--- config.mk ---
export PLATFORM = sky130hd
export DESIGN_NAME = lifo_pool_allocator_unit
export DESIGN_NICKNAME = d
export VERILOG_FILES = /design/src/rtl/lpa_pkg.sv /design/src/rtl/lpa_ram.sv /design/src/rtl/lifo_pool_allocator_unit.sv
export SDC_FILE = /design/constraint.sdc
export NUM_CORES = 2
export LEC_CHECK = 0
export BUFFER_PORTS_ARGS = -buffer_cell sky130_fd_sc_hd__clkbuf_2
export CAP_MARGIN = 0
export CORE_ASPECT_RATIO = 1.5
export CORE_UTILIZATION = 55
export DETAILED_ROUTE_END_ITERATION = 6
export GPL_TIMING_DRIVEN = 0
export PLACE_DENSITY = 0.78
export SETUP_SLACK_MARGIN = 0.4
export SYNTH_ARGS = -nofsm -noshare
export SYNTH_HDL_FRONTEND = slang
export SYNTH_SLANG_ARGS = --single-unit
--- constraint.sdc ---
create_clock -name clock -period 6.8 [get_ports clock]
set_clock_uncertainty 0.2 [all_clocks]
set_input_delay 1.02 -clock clock [delete_from_list [all_inputs] [get_ports clock]]
set_output_delay 1.02 -clock clock [all_outputs]
set_load 0.03 [all_outputs]
--- src/rtl/lpa_pkg.sv ---
// ----------------------------------------------------------------------------
// lpa_pkg
// Shared constants and types for the LIFO pool allocator: default sizes,
// alignment, request codes and result status codes.
// ----------------------------------------------------------------------------
package lpa_pkg;

   // Default sizing for the top level parameters
   localparam int DEF_MAX_BLOCKS = 64;
   localparam int DEF_ADDR_BITS  = 16;

   // Allocation granule; must be a power of two so rounding is a mask
   localparam int ALIGN_BYTES = 8;

   // Request codes on req_action
   localparam logic ACT_ALLOC = 1'b0;
   localparam logic ACT_FREE  = 1'b1;

   // Result status codes
   typedef enum logic [1:0] {
      ST_OK        = 2'd0,
      ST_EXHAUSTED = 2'd1,
      ST_ORDER     = 2'd2,
      ST_FULL      = 2'd3
   } status_type;

endpackage

--- src/rtl/lpa_ram.sv ---
// ----------------------------------------------------------------------------
// lpa_ram
// Generic single write port, single read port RAM with registered read data.
// ----------------------------------------------------------------------------
module lpa_ram #(
   parameter int WIDTH = 8,
   parameter int DEPTH = 64,
   localparam int AW   = (DEPTH > 1) ? $clog2(DEPTH) : 1
) (
   input  logic             clock,
   input  logic             wr_en,
   input  logic [AW-1:0]    wr_addr,
   input  logic [WIDTH-1:0] wr_data,
   input  logic [AW-1:0]    rd_addr,
   output logic [WIDTH-1:0] rd_data
);

   logic [WIDTH-1:0] mem [DEPTH];
   logic [WIDTH-1:0] rd_data_ff;

   always_ff @(posedge clock) begin
      if (wr_en) begin
         mem[wr_addr] <= wr_data;
      end
      rd_data_ff <= mem[rd_addr];
   end

   assign rd_data = rd_data_ff;

endmodule

--- src/rtl/lifo_pool_allocator_unit.sv ---
// ----------------------------------------------------------------------------
// lifo_pool_allocator_unit
// Stack-ordered allocator over a pool of configured size. Allocates hand out
// the current free offset and push the block; frees must name the top block
// and pop it.
// ----------------------------------------------------------------------------
//
//  Port group  Direction  Handshake           Carries
//  ----------  ---------  ------------------  --------------------------------
//  req_*       in         req_valid/ready     action, byte count, offset, null
//  rsp_*       out        rsp_valid/ready     granted offset, status, usage
//  csr_*       in         csr_wen (no stall)  pool size in bytes
//
//  One item per cycle sustained while rsp_ready holds; an accepted item passes
//  through the input register, then the result register, which drives rsp.
//  The block stack keeps its top entry in flops and the rest in lpa_ram; the
//  RAM is always reading the entry just below the next top, and a push that
//  writes that same entry is bypassed from a holding register.
//  A stalled rsp holds the result register; req_ready drops only when both
//  the input and result registers are full and rsp_ready is low.
//  Reset empties the pool with size zero; a csr write empties the pool and
//  loads the new size (values above the address space saturate).
//
module lifo_pool_allocator_unit
   import lpa_pkg::*;
#(
   parameter int MAX_BLOCKS = DEF_MAX_BLOCKS,
   parameter int ADDR_BITS  = DEF_ADDR_BITS,
   localparam int SizeW     = ADDR_BITS + 1,
   localparam int CntW      = $clog2(MAX_BLOCKS + 1)
) (
   input  logic                 clock,
   input  logic                 reset,
   // request channel
   input  logic                 req_valid,
   output logic                 req_ready,
   input  logic                 req_action,
   input  logic [SizeW-1:0]     req_request_bytes,
   input  logic [ADDR_BITS-1:0] req_block_offset,
   input  logic                 req_no_block,
   // response channel
   output logic                 rsp_valid,
   input  logic                 rsp_ready,
   output logic [ADDR_BITS-1:0] rsp_granted_offset,
   output logic [1:0]           rsp_status,
   output logic [SizeW-1:0]     rsp_bytes_in_use,
   output logic [CntW-1:0]      rsp_blocks_live,
   // configuration
   input  logic                 csr_wen,
   input  logic [SizeW-1:0]     csr_wdata
);

   localparam int AW    = (MAX_BLOCKS > 1) ? $clog2(MAX_BLOCKS) : 1;
   localparam int RndW  = ADDR_BITS + 2;
   localparam int EntW  = ADDR_BITS + SizeW;
   localparam logic [SizeW-1:0] POOL_LIMIT = {1'b1, {ADDR_BITS{1'b0}}};
   localparam logic [RndW-1:0]  ALIGN_M1   = RndW'(ALIGN_BYTES - 1);

   // ---------------------------------------------------------------------
   // Input register
   // ---------------------------------------------------------------------
   logic                 s1_valid_ff;
   logic                 s1_action_ff;
   logic [SizeW-1:0]     s1_req_ff;
   logic [ADDR_BITS-1:0] s1_off_ff;
   logic                 s1_null_ff;

   // Result register
   logic                 rsp_valid_ff;
   logic [ADDR_BITS-1:0] rsp_granted_ff;
   status_type           rsp_status_ff;
   logic [SizeW-1:0]     rsp_used_ff;
   logic [CntW-1:0]      rsp_count_ff;

   // Allocator state
   logic [SizeW-1:0]     used_ff,  used_in;    // equals the free offset
   logic [SizeW-1:0]     free_ff,  free_in;
   logic [CntW-1:0]      count_ff, count_in;
   logic [ADDR_BITS-1:0] top_off_ff, top_off_in;
   logic [SizeW-1:0]     top_size_ff, top_size_in;
   logic                 byp_ff, byp_in;       // entry below top sits in byp_data_ff
   logic [EntW-1:0]      byp_data_ff;

   // Working signals
   logic                 advance;
   logic                 step;
   logic [RndW-1:0]      rounded;
   logic [SizeW-1:0]     rounded_sz;
   logic                 fits;
   logic                 full;
   logic                 do_push;
   logic                 do_pop;
   status_type           status_in;
   logic [ADDR_BITS-1:0] granted_in;
   logic [EntW-1:0]      below;
   logic [EntW-1:0]      ram_rd_data;
   logic                 ram_wr_en;
   logic [AW-1:0]        ram_wr_addr;
   logic [AW-1:0]        ram_rd_addr;
   logic [CntW-1:0]      count_m1;
   logic [CntW-1:0]      count_in_m2;
   logic [SizeW-1:0]     pool_sat;

   assign advance   = !rsp_valid_ff || rsp_ready;
   assign step      = s1_valid_ff && advance;
   assign req_ready = !s1_valid_ff || advance;

   // Round the request up to the granule; one extra bit absorbs the carry.
   assign rounded    = ({1'b0, s1_req_ff} + ALIGN_M1) & ~ALIGN_M1;
   assign rounded_sz = rounded[SizeW-1:0];
   assign fits       = rounded <= {1'b0, free_ff};
   assign full       = count_ff == CntW'(MAX_BLOCKS);

   assign below    = byp_ff ? byp_data_ff : ram_rd_data;
   assign count_m1 = count_ff - CntW'(1);
   assign pool_sat = (csr_wdata > POOL_LIMIT) ? POOL_LIMIT : csr_wdata;

   // Decide the item's outcome and the next allocator state.
   always_comb begin
      do_push     = 1'b0;
      do_pop      = 1'b0;
      status_in   = ST_OK;
      granted_in  = '0;
      used_in     = used_ff;
      free_in     = free_ff;
      count_in    = count_ff;
      top_off_in  = top_off_ff;
      top_size_in = top_size_ff;

      if (s1_action_ff == ACT_ALLOC) begin
         if (!fits) begin
            status_in = ST_EXHAUSTED;
         end else if (full) begin
            status_in = ST_FULL;
         end else begin
            do_push    = 1'b1;
            granted_in = used_ff[ADDR_BITS-1:0];
         end
      end else if (!s1_null_ff) begin
         if (count_ff == '0 || top_off_ff != s1_off_ff) begin
            status_in = ST_ORDER;
         end else begin
            do_pop = 1'b1;
         end
      end

      if (step && do_push) begin
         used_in     = used_ff + rounded_sz;
         free_in     = free_ff - rounded_sz;
         count_in    = count_ff + CntW'(1);
         top_off_in  = used_ff[ADDR_BITS-1:0];
         top_size_in = rounded_sz;
      end else if (step && do_pop) begin
         used_in     = used_ff - top_size_ff;
         free_in     = free_ff + top_size_ff;
         count_in    = count_m1;
         top_off_in  = below[ADDR_BITS-1:0];
         top_size_in = below[EntW-1:ADDR_BITS];
      end
   end

   // Spill the old top into the RAM on a push; keep the RAM reading the
   // entry that will sit just below the next top.
   assign ram_wr_en   = step && do_push && count_ff != '0;
   assign ram_wr_addr = count_m1[AW-1:0];
   assign count_in_m2 = count_in - CntW'(2);
   assign ram_rd_addr = count_in_m2[AW-1:0];
   assign byp_in      = ram_wr_en;

   lpa_ram #(
      .WIDTH (EntW),
      .DEPTH (MAX_BLOCKS)
   ) u_stack (
      .clock   (clock),
      .wr_en   (ram_wr_en),
      .wr_addr (ram_wr_addr),
      .wr_data ({top_size_ff, top_off_ff}),
      .rd_addr (ram_rd_addr),
      .rd_data (ram_rd_data)
   );

   // ---------------------------------------------------------------------
   // Registers
   // ---------------------------------------------------------------------
   always_ff @(posedge clock) begin
      if (reset) begin
         s1_valid_ff  <= 1'b0;
         rsp_valid_ff <= 1'b0;
         used_ff      <= '0;
         free_ff      <= '0;
         count_ff     <= '0;
         byp_ff       <= 1'b0;
      end else begin
         if (req_ready) begin
            s1_valid_ff <= req_valid;
         end
         if (advance) begin
            rsp_valid_ff <= s1_valid_ff;
         end
         // Size write empties the pool; user sends it only while idle, not enforced.
         if (csr_wen) begin
            used_ff  <= '0;
            free_ff  <= pool_sat;
            count_ff <= '0;
            byp_ff   <= 1'b0;
         end else begin
            used_ff  <= used_in;
            free_ff  <= free_in;
            count_ff <= count_in;
            byp_ff   <= byp_in;
         end
      end
   end

   always_ff @(posedge clock) begin
      if (req_valid && req_ready) begin
         s1_action_ff <= req_action;
         s1_req_ff    <= req_request_bytes;
         s1_off_ff    <= req_block_offset;
         s1_null_ff   <= req_no_block;
      end
      if (step) begin
         rsp_granted_ff <= granted_in;
         rsp_status_ff  <= status_in;
         rsp_used_ff    <= used_in;
         rsp_count_ff   <= count_in;
      end
      top_off_ff  <= top_off_in;
      top_size_ff <= top_size_in;
      if (byp_in) begin
         byp_data_ff <= {top_size_ff, top_off_ff};
      end
   end

   assign rsp_valid          = rsp_valid_ff;
   assign rsp_granted_offset = rsp_granted_ff;
   assign rsp_status         = rsp_status_ff;
   assign rsp_bytes_in_use   = rsp_used_ff;
   assign rsp_blocks_live    = rsp_count_ff;

   // ---------------------------------------------------------------------
   // Assertions
   // ---------------------------------------------------------------------
   a_count_bound: assert property (@(posedge clock) disable iff (reset)
      count_ff <= CntW'(MAX_BLOCKS))
      else $error("block count above stack depth");

   a_count_step: assert property (@(posedge clock) disable iff (reset)
      !csr_wen |=> (count_ff == $past(count_ff) ||
                    count_ff == $past(count_ff) + CntW'(1) ||
                    count_ff == $past(count_ff) - CntW'(1)))
      else $error("block count moved by more than one");

   a_bypass_depth: assert property (@(posedge clock) disable iff (reset)
      byp_ff |-> count_ff >= CntW'(2))
      else $error("bypass entry live without an entry below top");

   a_fail_no_grant: assert property (@(posedge clock) disable iff (reset)
      rsp_valid_ff && rsp_status_ff != ST_OK |-> rsp_granted_ff == '0)
      else $error("failed item carries a granted offset");

   a_empty_no_use: assert property (@(posedge clock) disable iff (reset)
      count_ff == '0 |-> used_ff == '0)
      else $error("bytes in use with no live blocks");

endmodule

==> results of run 1 <==
[timing repair]
action | in CTS
resized for setup | 946
buffers inserted | 40
pin swaps | 53
setup endpoints to repair | 2214
endpoints found under the hold margin | 0
[cells in the mapped netlist (all sizes together), types with 6 or more instances]
| library cell | count |
|---|---|
| edfxtp | 2252 |
| nand2 | 957 |
| mux4 | 268 |
| nand3 | 267 |
| mux2i | 247 |
| nor2 | 218 |
| buf | 200 |
| a21oi | 193 |
| clkbuf | 125 |
| o21ai | 121 |
| dfxtp | 80 |
| inv | 78 |
| a31oi | 76 |
| ha | 74 |
| o22ai | 58 |
| and3 | 51 |
| xnor2 | 46 |
| nor3 | 41 |
| xor2 | 41 |
| and2 | 40 |
| nand4 | 37 |
| o211ai | 30 |
| a311oi | 29 |
| a32oi | 25 |
| a211oi | 22 |
| a221oi | 21 |
| nor4 | 21 |
| a2111oi | 17 |
| a22oi | 17 |
| mux2 | 17 |
| a21o | 14 |
| a221o | 13 |
| o31ai | 12 |
| a32o | 11 |
| or3 | 10 |
| o21bai | 9 |
| o32ai | 9 |
| nand2b | 8 |
| nor2b | 8 |
| a22o | 7 |
| o311ai | 7 |
| a211o | 6 |
| a2bb2oi | 6 |
[through the flow]
stage | TNS (ps) | instances | cell area, µm²
CTS | 0 | 8861 | 114000
floorplan | 0 | 5850 | 93700
global placement | - | 8193 | 97000
detailed placement | -819860 | 8441 | 103200
[routing by layer]
metal / overflow / global-route usage, %
met5: 0 / 11.33
met4: 1 / 59.50
met3: 0 / 38.75
met2: 4 / 80.19
met1: 0 / 63.23
[cell families after synthesis]
group	synth area share (%)
buffers and inverters	1.885
adder cells (fa/ha/maj)	1.074
AO/OA/AOI/OAI	5.304
AND/OR/NAND/NOR	7.720
XOR/XNOR	0.8294
multiplexers	9.291
flip-flops	73.90
==> metrics.txt, run 1 <==
post-synth top area share=72.19%; # clock sinks=approximately 2.3k; Die Width=339.0 µm; routability cong.=1.124; Remaining Overflow, GRT=5; tool error=[ERROR GRT-0232] Routing congestion too high. Check the congestion heatmap in the GUI.; status=stopped before the end; Yosys top cell by area=edfxtp_1; syn nets=5985; Last stage=5_1_grt; Port-buffer cells=99; Worst endpoint, post-GRT repair=u_stack.rd_data[31]$_DFF_P_/D; num ports=101; worst ep type=register input; Async SR Flop Fraction=0%; Primary FF master, synth=edfxtp_1; Mapped Area=0.09368 mm²; Mapped Avg Cell Area=16.01 µm²; total track usage=about three fifths; Place WS=-3441 ps; Clock Tree Root=clkbuf_16; Hold-fix buffers, CTS=0; htree depth=4; FF+latch count, synth=around 2.3k; Post-synth EDFFs=2252; Area contributors post-synth=edfxtp_1 72%, mux4_2 6.4%, nand2_1 3.8%, mux2i_1 2.6%, dfxtp_1 1.7%; Chip Height=507.5 µm; Row Count=185; synth unique cells=between 80 and 90; Post-Syn Instances=5850; Initial Util=55.36%; Seq/Total Area, Yosys=73.90%; Clock Path Buffers=3; Num CTS Buffers=just over 200; Yosys Warn Count=0; dpl hpwl=334.2 mm; largest net degree at the start of global routing=61
==> run 2, diff against run 1 <==
Settings changed: CORE_ASPECT_RATIO 1.5 to default, CORE_UTILIZATION 55 to 40, PLACE_DENSITY 0.78 to default, PLACE_DENSITY_LB_ADDON from default to 0.15, SETUP_SLACK_MARGIN 0.4 to default.
Clock period 6.8 ns to 8.8 ns, I/O delays scaled along.
==> metrics.txt, run 2 <==
Post-Syn Instances=5850 (unchanged); Post-DP Area=0.1044 mm² (+1.2%); Avg WL per Cell=48.86 µm; Clk pin slew, worst setup/hold paths=approximately 60 ps; area occupied by multi-input gates=0.02349 mm²; Startpoint Class=flop; DRC=0; highest clock rate=0.1090 GHz; Critical Path RT=approximately 9400 ps; RSZ-0062 raised after global routing=yes; FF+latch count, synth=2332 (unchanged); Area contributors post-synth=edfxtp_1 72%, mux4_2 6.4%, nand2_1 3.8%, mux2i_1 2.6%, dfxtp_1 1.7%; synth cell count leaders=2252 x edfxtp_1, 957 x nand2_1, 268 x mux4_2, 265 x nand3_1, 247 x mux2i_1; P_leak=39.01 nW; vias=66.73k; post-route cell area=~0.11 mm²; htree depth=5 (+1); synthesis-to-layout area growth=20.86%; Pins Over Slew Limit=149; most common cell after layout, fill and taps aside=edfxtp_1; Post-synth EDFFs=2252 (unchanged); setup ws final=-373.5 ps; Layout Cells excl Fill=9824; failing checks=capacitance limit, slew limit, setup timing; Top reg by flops=u_stack.mem; CTS tree=built; arrival time at the worst endpoint=9750 ps; antenna violations before repair=between 60 and 70; Power Total=approximately 24 mW; dpl hpwl=333.0 mm (-0.37%); max reg flops=2112; HP Class=reg -> reg; Async SR Flop Fraction=0% (unchanged); Yosys top cell by area=edfxtp_1; PwrDens=214.5 mW/mm²; Yosys Warn Count=0 (unchanged); Mapped Area=0.09368 mm² (unchanged); routability cong.=1.048 (-6.8%); total track usage=40.20%; post-route minimum period=roughly 9200 ps; Clock Tree Root=clkbuf_16; Placed Cells=9332 (+11%); period utilization=104.2%; core area=0.2328 mm²; status=finished, violations left; Seq/Total Area, Yosys=73.90% (unchanged); DRT antenna net count=0; Die Width=485.9 µm (+43%); share of layout cells above drive strength 1=20.38%; Initial Util=40.25% (-15 points); most frequent cell after synthesis=edfxtp_1; Starting DRT DRC Count=about 14k; wirelength, routed=480.0 mm; most frequent cells in the layout=2252 x edfxtp_1, 954 x nand2_1, 280 x clkbuf_16; die area=~0.24 mm²; max-cap violations=14; sequential standard cell area=0.06924 mm²; Mapped Avg Cell Area=16.01 µm² (unchanged); # clock sinks=2332 (unchanged); Num CTS Buffers=274 (+32%); syn nets=5985 (unchanged); fill cell count=19.78k; Row Count=177 (-4.3%); Port-buffer cells=99 (unchanged); DR pass1 iterations=7; Remaining Overflow, GRT=0; Setup CP Type=reg -> reg; later-pin clock latency in the skew report=960 ps; Final #Nets=6610; crit-path max FO=10; Via density=6.792; max_slew headroom=-10.36%; first-pass GRT wire length=607.8 mm; worst vdd ir=around 150 µV; final setup TNS=-5787 ps; Chip Height=485.9 µm (-4.2%); final setup fails=28; vias in the first global route=59.22k; Crit. End Element=flop; Primary FF master, synth=edfxtp_1; largest net degree at the start of global routing=between 60 and 70; post-synth top area share=72.19% (unchanged); Place WS=-1252 ps (+2189 ps); Clock Path Buffers=4 (+1); synth unique cells=87 (unchanged); measured slew at the worst slew-check pin=1655 ps; Hold Vio Cnt, Final=0; num ports=101 (unchanged)
## run 2: worst max-delay path, cell delays in order, from the launching register on
cell and delay (ps):
edfxtp_1 400, o311a_2 270, nand4_4 140, nor4_4 510, xor2_1 520, ha_1 330, nand3_2 160, nor4_2 360
o2111ai_1 250, a31o_2 360, nand3_1 250, o21ai_1 170, xnor2_2 800, buf_2 460, buf_1 1110, buf_2 820
nand2_1 150, a311oi_2 1100, o21ai_0 230, o21ai_1 380
## run 2: worst paths after layout
kind                             from  slack, ps  cells past startpoint                  to
setup / recovery         s1_req_ff[4]       -370                     19  u_stack.rd_data[3]
hold / removal    u_stack.rd_data[17]        330                      2      top_size_ff[1]
setup reg to reg         s1_req_ff[4]       -370                     19  u_stack.rd_data[3]
hold reg to reg   u_stack.rd_data[17]        330                      2      top_size_ff[1]
## run 2: through the flow
step,hold WS [ps],util (%)
floorplan,260.0,-
global placement,300.9,42.14
detailed placement,315.8,44.87
CTS,328.3,48.52
global route,357.1,48.61
finish,329.0,48.64
## run 2: per-layer routing
metal,track usage (%),vias to the layer above,part of all wire [%]
met5,0.2654,-,0.044
met4,30.29,22,9.5
met3,19.14,1951,16
met2,54.55,6673,40
met1,49.24,34040,34
li1,-,24050,-
## run 2: logic make-up after synthesis
logic type / Yosys count / share of synthesized area [%]
XOR/XNOR: 87 / 0.8294
buffers and inverters: 403 / 1.885
flip-flops: 2332 / 73.90
adder cells (fa/ha/maj): 78 / 1.074
multiplexers: 532 / 9.291
AO/OA/AOI/OAI: 747 / 5.304
AND/OR/NAND/NOR: 1671 / 7.720
## run 2: cell type report
class                           count  share of cell area [%]
Inverter                           78                  0.2586
Clock buffer                      339                   6.411
Sequential cell                  2332                   61.15
Antenna cell                       37                 0.08178
Tap cell                         3132                   3.461
Timing Repair Buffer              353                   5.545
Clock inverter                    117                  0.8620
Multi-Input combinational cell   3115                   20.75
Buffer                            321                   1.480
## run 2: power by group
group	switching, mW	internal (mW)	total [mW]
Combinational	0.826	0.378	1.20
Sequential	0.0512	12.1	12.2
Clock	4.62	6.29	10.9
Total	5.50	18.8	24.3
## run 2: repair_timing
item                       CTS  global route
setup buffers                2             0
pin swaps                    3             4
setup endpoints to repair   32            32
hold buffers                 0             0
gates resized for setup     76            64
(Power assumes the default switching activity.)
